<file path="src/design/epe_pkg.sv">
// epe_pkg: shared widths, codes, sequencer types and the power-of-ten table
// for the encoded polyline encoder; no dependencies
package epe_pkg;

   localparam int COORD_W       = 41;
   localparam int MAG_LO_W      = 20;
   localparam int MAG_HI_W      = COORD_W - MAG_LO_W;
   localparam int POW_W         = 24;
   localparam int PROD_W        = MAG_HI_W + POW_W;
   localparam int ACC_W         = 64;
   localparam int SCALE_W       = 32;
   localparam int DELTA_W       = SCALE_W + 1;
   localparam int ZZ_W          = DELTA_W + 1;
   localparam int CHUNK_W       = 5;
   localparam int SYM_W         = 7;
   localparam int PREC_W        = 3;
   localparam int REQ_DATA_W    = 88;
   localparam int RSP_DATA_W    = 8;
   localparam int FRAC_BITS_DEF = 32;

   localparam logic [PREC_W-1:0] PREC_RESET = 3'd5;
   localparam logic [SYM_W-1:0]  SYM_BASE   = 7'd63;
   localparam logic [SYM_W-1:0]  SYM_MAX    = 7'd126;
   // a final chunk never carries the continuation bit
   localparam logic [SYM_W-1:0]  SYM_FINAL_LIMIT = 7'd95;

   typedef enum logic [2:0] {
      ST_IDLE,
      ST_MUL_LO,
      ST_MUL_HI,
      ST_ACC,
      ST_SCALE,
      ST_DELTA,
      ST_EMIT
   } epe_state_type;

   typedef struct packed {
      logic req_ready;
      logic mul_hi;
      logic acc_init;
      logic acc_add;
      logic scale_en;
      logic delta_en;
      logic emit_en;
      logic sel_lon;
   } epe_ctrl_type;

   function automatic logic [POW_W-1:0] pow10(input logic [PREC_W-1:0] prec);
      logic [POW_W-1:0] val;
      case (prec)
         3'd0:    val = 24'd1;
         3'd1:    val = 24'd10;
         3'd2:    val = 24'd100;
         3'd3:    val = 24'd1000;
         3'd4:    val = 24'd10000;
         3'd5:    val = 24'd100000;
         3'd6:    val = 24'd1000000;
         3'd7:    val = 24'd10000000;
         default: val = 24'd1;
      endcase
      return val;
   endfunction

endpackage

</file>
<file path="src/design/epe_mul.sv">
// epe_mul: shared unsigned multiplier, half a magnitude times a power of ten,
// product registered; uses epe_pkg
module epe_mul (
   input  logic                           clock,
   input  logic [epe_pkg::MAG_HI_W-1:0]   mul_a,
   input  logic [epe_pkg::POW_W-1:0]      mul_b,
   output logic [epe_pkg::PROD_W-1:0]     prod_ff
);
   import epe_pkg::*;

   logic [PROD_W-1:0] prod_in;

   assign prod_in = PROD_W'(mul_a) * PROD_W'(mul_b);

   always_ff @(posedge clock) begin
      prod_ff <= prod_in;
   end

endmodule

</file>
<file path="src/design/epe_ctrl.sv">
// epe_ctrl: sequencer that walks each coordinate through multiply, round,
// delta and character emission; uses epe_pkg
module epe_ctrl (
   input  logic                  clock,
   input  logic                  reset,
   input  logic                  req_fire,
   input  logic                  slot_free,
   input  logic                  z_more,
   output epe_pkg::epe_ctrl_type ctrl
);
   import epe_pkg::*;

   epe_state_type state_ff, state_in;
   logic          sel_lon_ff, sel_lon_in;

   always_ff @(posedge clock) begin
      if (reset) begin
         state_ff   <= ST_IDLE;
         sel_lon_ff <= 1'b0;
      end else begin
         state_ff   <= state_in;
         sel_lon_ff <= sel_lon_in;
      end
   end

   // next state
   always_comb begin
      state_in   = state_ff;
      sel_lon_in = sel_lon_ff;
      case (state_ff)
         ST_IDLE: begin
            if (req_fire) begin
               state_in   = ST_MUL_LO;
               sel_lon_in = 1'b0;
            end
         end
         ST_MUL_LO: state_in = ST_MUL_HI;
         ST_MUL_HI: state_in = ST_ACC;
         ST_ACC:    state_in = ST_SCALE;
         ST_SCALE:  state_in = ST_DELTA;
         ST_DELTA:  state_in = ST_EMIT;
         ST_EMIT: begin
            if (slot_free && !z_more) begin
               if (sel_lon_ff) begin
                  state_in = ST_IDLE;
               end else begin
                  state_in   = ST_MUL_LO;
                  sel_lon_in = 1'b1;
               end
            end
         end
         default: state_in = ST_IDLE;
      endcase
   end

   // outputs
   always_comb begin
      ctrl = '0;
      ctrl.sel_lon = sel_lon_ff;
      case (state_ff)
         ST_IDLE:   ctrl.req_ready = 1'b1;
         ST_MUL_LO: ctrl.mul_hi    = 1'b0;
         ST_MUL_HI: begin
            ctrl.mul_hi   = 1'b1;
            ctrl.acc_init = 1'b1;
         end
         ST_ACC:    ctrl.acc_add   = 1'b1;
         ST_SCALE:  ctrl.scale_en  = 1'b1;
         ST_DELTA:  ctrl.delta_en  = 1'b1;
         ST_EMIT:   ctrl.emit_en   = slot_free;
         default:   ctrl = '0;
      endcase
   end

endmodule

</file>
<file path="src/design/encoded_polyline_encoder.sv">
// encoded_polyline_encoder: top level with the point datapath and output register
// depends on epe_pkg, epe_mul and epe_ctrl
//
// Usage: one point per req word, latitude in req_tdata[40:0] and longitude in
// req_tdata[81:41], both signed fixed point with FRAC_BITS fraction bits, and
// req_tuser set on the first point of a line. Each point comes out as 2 to 14
// rsp words, one polyline character each (latitude then longitude), with
// rsp_tlast on the final character of the longitude.
// Per coordinate the shared 21x24 multiplier is used twice, low half then high
// half, then the sequencer steps through accumulate, round/saturate and
// delta/zigzag and emits one character per cycle while the output slot is free;
// the next point is accepted only once the longitude's final character is emitted.
// req_tready is high only between points.
// The output register lets the next point be taken while the last character
// still waits; a stalled receiver holds the emit sequence where it is.
// Reset returns to idle, sets precision to 5 and clears the previous point.
// csr_wr_data sets the precision (decimal digits); write only while idle.
module encoded_polyline_encoder #(
   parameter int FRAC_BITS = epe_pkg::FRAC_BITS_DEF
) (
   input  logic                             clock,
   input  logic                             reset,
   input  logic                             req_tvalid,
   output logic                             req_tready,
   // [40:0] latitude, [81:41] longitude, [87:82] zero
   input  logic [epe_pkg::REQ_DATA_W-1:0]   req_tdata,
   // [0] first_of_line
   input  logic                             req_tuser,
   output logic                             rsp_tvalid,
   input  logic                             rsp_tready,
   // [6:0] symbol, [7] zero
   output logic [epe_pkg::RSP_DATA_W-1:0]   rsp_tdata,
   output logic                             rsp_tlast,
   input  logic                             csr_wr_en,
   input  logic [epe_pkg::PREC_W-1:0]       csr_wr_data
);
   import epe_pkg::*;

   localparam logic [ACC_W-1:0] RND_BIAS = ACC_W'(1) << (FRAC_BITS - 1);
   localparam logic [ACC_W-1:0] POS_MAX  = ACC_W'(64'd2147483647);
   localparam logic [ACC_W-1:0] NEG_MAX  = ACC_W'(64'd2147483648);

   epe_ctrl_type ctrl;

   logic [PREC_W-1:0]  prec_ff;
   logic [COORD_W-1:0] lat_mag_ff, lon_mag_ff;
   logic               lat_neg_ff, lon_neg_ff;
   logic               first_ff;
   logic [ACC_W-1:0]   acc_ff, acc_in;
   logic [SCALE_W-1:0] scaled_ff, scaled_in;
   logic [SCALE_W-1:0] prev_lat_ff, prev_lon_ff;
   logic [ZZ_W-1:0]    z_ff, z_in;
   logic               rsp_valid_ff;
   logic [SYM_W-1:0]   rsp_sym_ff, rsp_sym_in;
   logic               rsp_last_ff, rsp_last_in;

   logic                req_fire, slot_free, z_more;
   logic [COORD_W-1:0]  cur_mag;
   logic                cur_neg;
   logic [MAG_HI_W-1:0] mul_a;
   logic [PROD_W-1:0]   prod;
   logic [ACC_W-1:0]    rnd;
   logic [SCALE_W-1:0]  mag32;
   logic [SCALE_W-1:0]  prev_cur;
   logic [DELTA_W-1:0]  delta;
   logic [ZZ_W-1:0]     dbl;

   assign req_fire  = req_tvalid & ctrl.req_ready;
   assign slot_free = !rsp_valid_ff || rsp_tready;
   assign z_more    = |z_ff[ZZ_W-1:CHUNK_W];

   epe_ctrl u_ctrl (
      .clock     (clock),
      .reset     (reset),
      .req_fire  (req_fire),
      .slot_free (slot_free),
      .z_more    (z_more),
      .ctrl      (ctrl)
   );

   assign cur_mag = ctrl.sel_lon ? lon_mag_ff : lat_mag_ff;
   assign cur_neg = ctrl.sel_lon ? lon_neg_ff : lat_neg_ff;
   assign mul_a   = ctrl.mul_hi ? cur_mag[COORD_W-1:MAG_LO_W]
                                : MAG_HI_W'(cur_mag[MAG_LO_W-1:0]);

   epe_mul u_mul (
      .clock   (clock),
      .mul_a   (mul_a),
      .mul_b   (pow10(prec_ff)),
      .prod_ff (prod)
   );

   always_ff @(posedge clock) begin
      if (reset) begin
         prec_ff <= PREC_RESET;
      end else if (csr_wr_en) begin
         prec_ff <= csr_wr_data;
      end
   end

   // latch magnitudes and signs of both coordinates
   always_ff @(posedge clock) begin
      if (req_fire) begin
         lat_neg_ff <= req_tdata[COORD_W-1];
         lat_mag_ff <= req_tdata[COORD_W-1] ? COORD_W'(-req_tdata[COORD_W-1:0])
                                            : req_tdata[COORD_W-1:0];
         lon_neg_ff <= req_tdata[2*COORD_W-1];
         lon_mag_ff <= req_tdata[2*COORD_W-1]
                       ? COORD_W'(-req_tdata[2*COORD_W-1:COORD_W])
                       : req_tdata[2*COORD_W-1:COORD_W];
         first_ff   <= req_tuser;
      end
   end

   // product low half plus rounding bias, then high half shifted in
   always_comb begin
      acc_in = acc_ff;
      if (ctrl.acc_init) begin
         acc_in = ACC_W'(prod) + RND_BIAS;
      end else if (ctrl.acc_add) begin
         acc_in = acc_ff + (ACC_W'(prod) << MAG_LO_W);
      end
   end

   always_ff @(posedge clock) begin
      acc_ff <= acc_in;
   end

   // round off fraction bits and saturate to 32-bit signed
   always_comb begin
      rnd = acc_ff >> FRAC_BITS;
      if (cur_neg) begin
         mag32     = (rnd > NEG_MAX) ? NEG_MAX[SCALE_W-1:0] : rnd[SCALE_W-1:0];
         scaled_in = SCALE_W'(-mag32);
      end else begin
         mag32     = (rnd > POS_MAX) ? POS_MAX[SCALE_W-1:0] : rnd[SCALE_W-1:0];
         scaled_in = mag32;
      end
   end

   always_ff @(posedge clock) begin
      if (ctrl.scale_en) begin
         scaled_ff <= scaled_in;
      end
   end

   // delta against the previous point and zigzag
   always_comb begin
      prev_cur = ctrl.sel_lon ? prev_lon_ff : prev_lat_ff;
      if (first_ff) begin
         delta = {scaled_ff[SCALE_W-1], scaled_ff};
      end else begin
         delta = {scaled_ff[SCALE_W-1], scaled_ff} - {prev_cur[SCALE_W-1], prev_cur};
      end
      dbl = {delta, 1'b0};
      z_in = z_ff;
      if (ctrl.delta_en) begin
         z_in = delta[DELTA_W-1] ? ~dbl : dbl;
      end else if (ctrl.emit_en) begin
         z_in = z_ff >> CHUNK_W;
      end
   end

   always_ff @(posedge clock) begin
      z_ff <= z_in;
   end

   always_ff @(posedge clock) begin
      if (reset) begin
         prev_lat_ff <= '0;
         prev_lon_ff <= '0;
      end else if (ctrl.delta_en) begin
         if (ctrl.sel_lon) begin
            prev_lon_ff <= scaled_ff;
         end else begin
            prev_lat_ff <= scaled_ff;
         end
      end
   end

   // one character per word, continuation bit set while more chunks follow
   assign rsp_sym_in  = SYM_W'({z_more, z_ff[CHUNK_W-1:0]}) + SYM_BASE;
   assign rsp_last_in = ctrl.sel_lon & !z_more;

   always_ff @(posedge clock) begin
      if (reset) begin
         rsp_valid_ff <= 1'b0;
      end else if (ctrl.emit_en) begin
         rsp_valid_ff <= 1'b1;
      end else if (rsp_tready) begin
         rsp_valid_ff <= 1'b0;
      end
   end

   always_ff @(posedge clock) begin
      if (ctrl.emit_en) begin
         rsp_sym_ff  <= rsp_sym_in;
         rsp_last_ff <= rsp_last_in;
      end
   end

   assign req_tready = ctrl.req_ready;
   assign rsp_tvalid = rsp_valid_ff;
   assign rsp_tdata  = RSP_DATA_W'(rsp_sym_ff);
   assign rsp_tlast  = rsp_last_ff;

`ifndef NO_ASSERTIONS
   a_busy_after_accept: assert property (@(posedge clock) disable iff (reset)
      req_fire |=> !req_tready)
      else $error("req_tready high right after accepting a point");

   a_zigzag_top_clear: assert property (@(posedge clock) disable iff (reset)
      ctrl.delta_en |=> !z_ff[ZZ_W-1])
      else $error("zigzag value exceeds 33 bits");

   a_symbol_range: assert property (@(posedge clock) disable iff (reset)
      rsp_valid_ff |-> (rsp_sym_ff >= SYM_BASE) && (rsp_sym_ff <= SYM_MAX))
      else $error("symbol outside printable range");

   a_final_no_cont: assert property (@(posedge clock) disable iff (reset)
      (rsp_valid_ff && rsp_last_ff) |-> (rsp_sym_ff < SYM_FINAL_LIMIT))
      else $error("final character carries continuation bit");
`endif

endmodule

</file>
<file path="config.mk">
export PLATFORM = sky130hd
export DESIGN_NAME = encoded_polyline_encoder
export DESIGN_NICKNAME = d
export VERILOG_FILES = /design/src/design/epe_pkg.sv /design/src/design/epe_mul.sv /design/src/design/epe_ctrl.sv /design/src/design/encoded_polyline_encoder.sv
export SDC_FILE = /design/constraint.sdc
export NUM_CORES = 2
export LEC_CHECK = 0
export ABC_AREA = 0
export BUFFER_PORTS_ARGS = -buffer_cell sky130_fd_sc_hd__buf_2
export CAP_MARGIN = 40
export CORE_ASPECT_RATIO = 0.75
export CORE_UTILIZATION = 60
export CTS_BUF_LIST = sky130_fd_sc_hd__clkbuf_8
export DETAILED_ROUTE_END_ITERATION = 16
export GPL_ROUTABILITY_DRIVEN = 0
export MAX_ROUTING_LAYER = met4
export PLACE_DENSITY = 0.77
export SLEW_MARGIN = 20
export SYNTH_ARGS = -nofsm -noshare
export SYNTH_HDL_FRONTEND = slang
export SYNTH_HIERARCHICAL = 1
export SYNTH_SLANG_ARGS = --single-unit
</file>
<file path="constraint.sdc">
create_clock -name clock -period 10.6 [get_ports clock]
set_clock_uncertainty 0.05 [all_clocks]
set_input_delay 2.12 -clock clock [delete_from_list [all_inputs] [get_ports clock]]
set_output_delay 2.12 -clock clock [all_outputs]
set_load 0.05 [all_outputs]
</file>
==> results.md <==
- Post-synthesis sequential area ratio: 0.242
- Period minus WS final: between 8 and 9 ns
- Syn Inst Count: roughly 3.9k
- Worst setup path category: register to register
- GRT Total Usage: 0.295
- Post-CTS resize count: 0
- Clock-pin slew reported for the worst setup and hold paths after clock tree synthesis: 0.06 ns
- Delay contributed by the slowest stage of the critical path: 0.68 ns
- Area fraction in and, or, nand and nor cells after synthesis: 0.167
- List of cells traversed by the critical path: nor3b_2 -> buf_12 -> mux4_2 -> and2_1 -> fa_1 -> inv_1 -> fa_1 -> fa_1 -> fa_1 -> inv_1 -> fa_1 -> fa_1 -> inv_1 -> fa_1 -> inv_1 -> ha_1 -> nand4_1 -> a2111oi_0 -> o41ai_1 -> a21oi_1 -> o2111ai_1 -> nand3_1 -> xor2_1
- Fin. max-slew vios: 0
- Buffering stage count on the worst path with inverters included: 5
- Dominant combinational cell family by area after synthesis: adder cells
- Core Area: ~0.059 mm^2
- Unrepaired setup endpoints after global routing: no
- Buffers inserted during post-CTS setup optimization: 0
- Synth Cell Area: roughly 0.036 mm^2
- Routed WL: 86100 um
- Fraction of the cycle the final worst path needs: 0.810
- Wire length of the first global-routing pass: between 100000 and 150000 um
- Layout area overhead: 7.01%
- Post-synth top area cell: sky130_fd_sc_hd__fa_1
- Final sum of negative setup slack: 0 ns
- Filler cells: roughly 4.8k
- Clock latency of the later-clocked register in the worst-skew pair: between 0.6 and 0.7 ns
- Count of boundary I/O pins: approximately 110
- Chip height: roughly 210 um
- Maximum number of pins on one net before global-route repair: 92
- Wire length per cell after detailed routing: 18.1 um
- Mux share of post-synthesis cell area: 0.0297
- Library cells used by synthesis: 96
- Type of the tightest min-delay check: register to register
- Drt first-iter violations: around 2.3k
- Leading cell types in the layout, fill and taps excluded: 545 x sky130_fd_sc_hd__nand2_1, 520 x sky130_fd_sc_hd__inv_1, 417 x sky130_fd_sc_hd__fa_1, 282 x sky130_fd_sc_hd__and2_1, 240 x sky130_fd_sc_hd__ha_1
- Primary FF master, synth: sky130_fd_sc_hd__edfxtp_1
- Result of the run: complete, no violations
- Dominant cells by area after synthesis: sky130_fd_sc_hd__fa_1 23%, sky130_fd_sc_hd__edfxtp_1 17%, sky130_fd_sc_hd__ha_1 8.3%
- Cts-stage hold buffer count: 0
- Number of buffers on the longest clock path: 3
- Via count: about 28k
- Flop and latch count out of synthesis: ~340
- CP Max Fanout: 91
- Number of global-route vias before repair: approximately 28k
- Final setup violation count: 0
- Number of levels the H-tree was split into: 2
- Worst-case headroom to the max-slew limit: 0.370
- Library cell contributing the largest single delay on the critical path: sky130_fd_sc_hd__mux4_2
- Number of inserted diodes: 0
- Number of enable flip-flop cells after synthesis: roughly 200
- Fraction of post-synthesis cell area in the top cell type by area: 0.231
- CTS buffer count: 54
- Worst EP arrival: between 9 and 10 ns
- Number of I/O port buffers: 100
- Fmax achieved: approximately 120 MHz
- Final Net Count: roughly 4.7k
- Routed Antenna Nets: 0
- Compound-cell area share of the yosys netlist: 0.120
- Starting density of the core: 0.610
- CP dominant cell by count: sky130_fd_sc_hd__fa_1
- Clock root buffer: sky130_fd_sc_hd__clkbuf_8
- Most common cell after layout, fill and taps aside: sky130_fd_sc_hd__nand2_1
- Gr ovfl total: 0
- Die span in x: 285 um
- Required time at the endpoint of the critical path: 11.13 ns
- CTS tree: built
- Total instance count after detailed placement: 4656
- Post-route non-filler standard cell count: approximately 4.8k
- Slew at the pin closest to its max-slew limit: about 0.94 ns
- Detailed-route vias per instance: 5.84
- Number of clock sinks: around 340
- Kind of end point of the critical path: register
- HPWL Detailed: 67000 um
- Number of hold-slack violations in the final timing report: 0
- Share of cells above drive strength 1: 0.0831
- Post-Synth Adder-Cell Area: 0.314
- Synth async-reset ratio: 0
- Placement Rows: a little under 80
- Count of synthesis-stage warnings from yosys: 6
- Number of antenna violations at the first check in global routing: 0
- Drt pass-1 iters: 6
- Area of the die: slightly above 0.06 mm^2
- DR DRC count: 0
- Post-synthesis area per instance: 9.25 um^2
- # Max-Cap Violations: 0
- Critical path launch point type: register
- Share of the synthesized netlist area taken by xor and xnor gates: 0.0535
- Worst path top cell family by delay: adder cells
[area by class of cell]
cell class	instances	area (um^2)	share of cell area
Timing Repair Buffer	142	957	0.0247
Multi-Input combinational cell	2883	24800	0.642
Clock inverter	38	358	0.00925
Inverter	510	1910	0.0495
Tap cell	790	988	0.0255
Clock buffer	64	881	0.0228
Sequential cell	336	8760	0.226
[flip-flops by register name, summed over array words and instances, names as in the netlist, named ones only]
signal and count:
z_ff 34, prev_lon_ff 32, first_ff 1, u_ctrl/state_ff 3
prec_ff 3, prev_lat_ff 32, rsp_sym_ff 7, scaled_ff 32
acc_ff 44, rsp_tvalid 1, lat_neg_ff 1, u_ctrl/sel_lon_ff 1
lon_neg_ff 1, rsp_tlast 1, lat_mag_ff 41, u_mul/prod_ff 45
lon_mag_ff 41
[synth_stat cells (7+ instances only)]
master	instances
sky130_fd_sc_hd__o22a_1	9
sky130_fd_sc_hd__nand3_1	44
sky130_fd_sc_hd__mux2_2	19
sky130_fd_sc_hd__o21ai_1	19
sky130_fd_sc_hd__o21ai_0	140
sky130_fd_sc_hd__clkbuf_1	173
sky130_fd_sc_hd__o31ai_1	34
sky130_fd_sc_hd__nor4_1	16
sky130_fd_sc_hd__a21boi_0	8
sky130_fd_sc_hd__and2_1	283
sky130_fd_sc_hd__buf_1	7
sky130_fd_sc_hd__or2_2	9
sky130_fd_sc_hd__nand4_1	27
sky130_fd_sc_hd__ha_1	240
sky130_fd_sc_hd__o41ai_1	14
sky130_fd_sc_hd__nand2b_1	23
sky130_fd_sc_hd__a21o_1	64
sky130_fd_sc_hd__xor2_1	61
sky130_fd_sc_hd__a211oi_1	8
sky130_fd_sc_hd__dfxtp_1	133
sky130_fd_sc_hd__o21a_1	17
sky130_fd_sc_hd__o21bai_1	16
sky130_fd_sc_hd__mux2i_1	41
sky130_fd_sc_hd__inv_1	507
sky130_fd_sc_hd__mux4_2	20
sky130_fd_sc_hd__nor3b_1	9
sky130_fd_sc_hd__edfxtp_1	203
sky130_fd_sc_hd__or4_1	14
sky130_fd_sc_hd__o211ai_1	13
sky130_fd_sc_hd__and3_1	12
sky130_fd_sc_hd__or3_1	21
sky130_fd_sc_hd__a221o_1	7
sky130_fd_sc_hd__nor3_1	41
sky130_fd_sc_hd__a31oi_1	27
sky130_fd_sc_hd__xnor2_1	160
sky130_fd_sc_hd__nand2_1	545
sky130_fd_sc_hd__fa_1	417
sky130_fd_sc_hd__nor2_1	150
sky130_fd_sc_hd__a21oi_1	231
sky130_fd_sc_hd__nor2b_1	11
[per-stage QoR]
| step | setup WS [ns] | util | hold slack (ns) | area, um^2 |
|---|---|---|---|---|
| floorplan | 2.71 | - | 0.383 | 36200 |
| global placement | 1.89 | 0.628 | 0.390 | 37200 |
| detailed placement | 2.16 | 0.631 | 0.396 | 37400 |
| CTS | 2.12 | 0.652 | 0.404 | 38600 |
| global route | 1.66 | 0.653 | 0.416 | 38700 |
| finish | 2.01 | 0.653 | 0.403 | 38700 |
[worst reg2reg max path, stage by stage (launching register included)]
cell and delay [ns]:
sky130_fd_sc_hd__dfxtp_1 0.65, sky130_fd_sc_hd__nor3b_2 0.34, sky130_fd_sc_hd__buf_12 0.33, sky130_fd_sc_hd__mux4_2 0.81
sky130_fd_sc_hd__and2_1 0.31, sky130_fd_sc_hd__fa_1 0.54, sky130_fd_sc_hd__inv_1 0.05, sky130_fd_sc_hd__fa_1 0.46
sky130_fd_sc_hd__fa_1 0.49, sky130_fd_sc_hd__fa_1 0.50, sky130_fd_sc_hd__inv_1 0.07, sky130_fd_sc_hd__fa_1 0.54
sky130_fd_sc_hd__fa_1 0.56, sky130_fd_sc_hd__inv_1 0.06, sky130_fd_sc_hd__fa_1 0.55, sky130_fd_sc_hd__inv_1 0.05
sky130_fd_sc_hd__ha_1 0.52, sky130_fd_sc_hd__nand4_1 0.15, sky130_fd_sc_hd__a2111oi_0 0.39, sky130_fd_sc_hd__o41ai_1 0.22
sky130_fd_sc_hd__a21oi_1 0.39, sky130_fd_sc_hd__o2111ai_1 0.21, sky130_fd_sc_hd__nand3_1 0.16, sky130_fd_sc_hd__xor2_1 0.14
[routing by layer]
| layer | vias to the layer above | GRT usage | routed length (um) | share of wire |
|---|---|---|---|---|
| met5 | - | - | 0 | 0 |
| met4 | 0 | 0.0576 | 1100 | 0.013 |
| met3 | 86 | 0.0457 | 7290 | 0.085 |
| met2 | 1106 | 0.429 | 37800 | 0.44 |
| met1 | 13700 | 0.437 | 39900 | 0.46 |
| li1 | 13000 | - | - | - |
[worst paths after layout]
kind                                        start  cells after the start                           to  slack [ns]
setup / recovery  u_ctrl/state_ff[1]$_SDFFE_PP0P_                     23    u_mul/prod_ff[42]$_DFF_P_        2.01
hold / removal        prev_lat_ff[3]$_SDFFE_PP0P_                      2  prev_lat_ff[3]$_SDFFE_PP0P_        0.40
setup reg to reg  u_ctrl/state_ff[1]$_SDFFE_PP0P_                     23    u_mul/prod_ff[42]$_DFF_P_        2.01
hold reg to reg       prev_lat_ff[3]$_SDFFE_PP0P_                      2  prev_lat_ff[3]$_SDFFE_PP0P_        0.40
[kinds of logic (layout without fill, tap and decap cells)]
logic type | count (synthesis) | count (layout)
AOI/OAI and AO/OA | 679 | 679
xor gates and xnor gates | 221 | 221
adders and majority gates | 657 | 657
buffers and inverters | 700 | 754
DFF | 336 | 336
muxes | 80 | 80
other | 1 | 11
and+or+nand+nor | 1235 | 1235
Power is left out: the tool's default activity adds up to more than one toggle a clock period on the data nets, which glitch-free logic cannot reach.
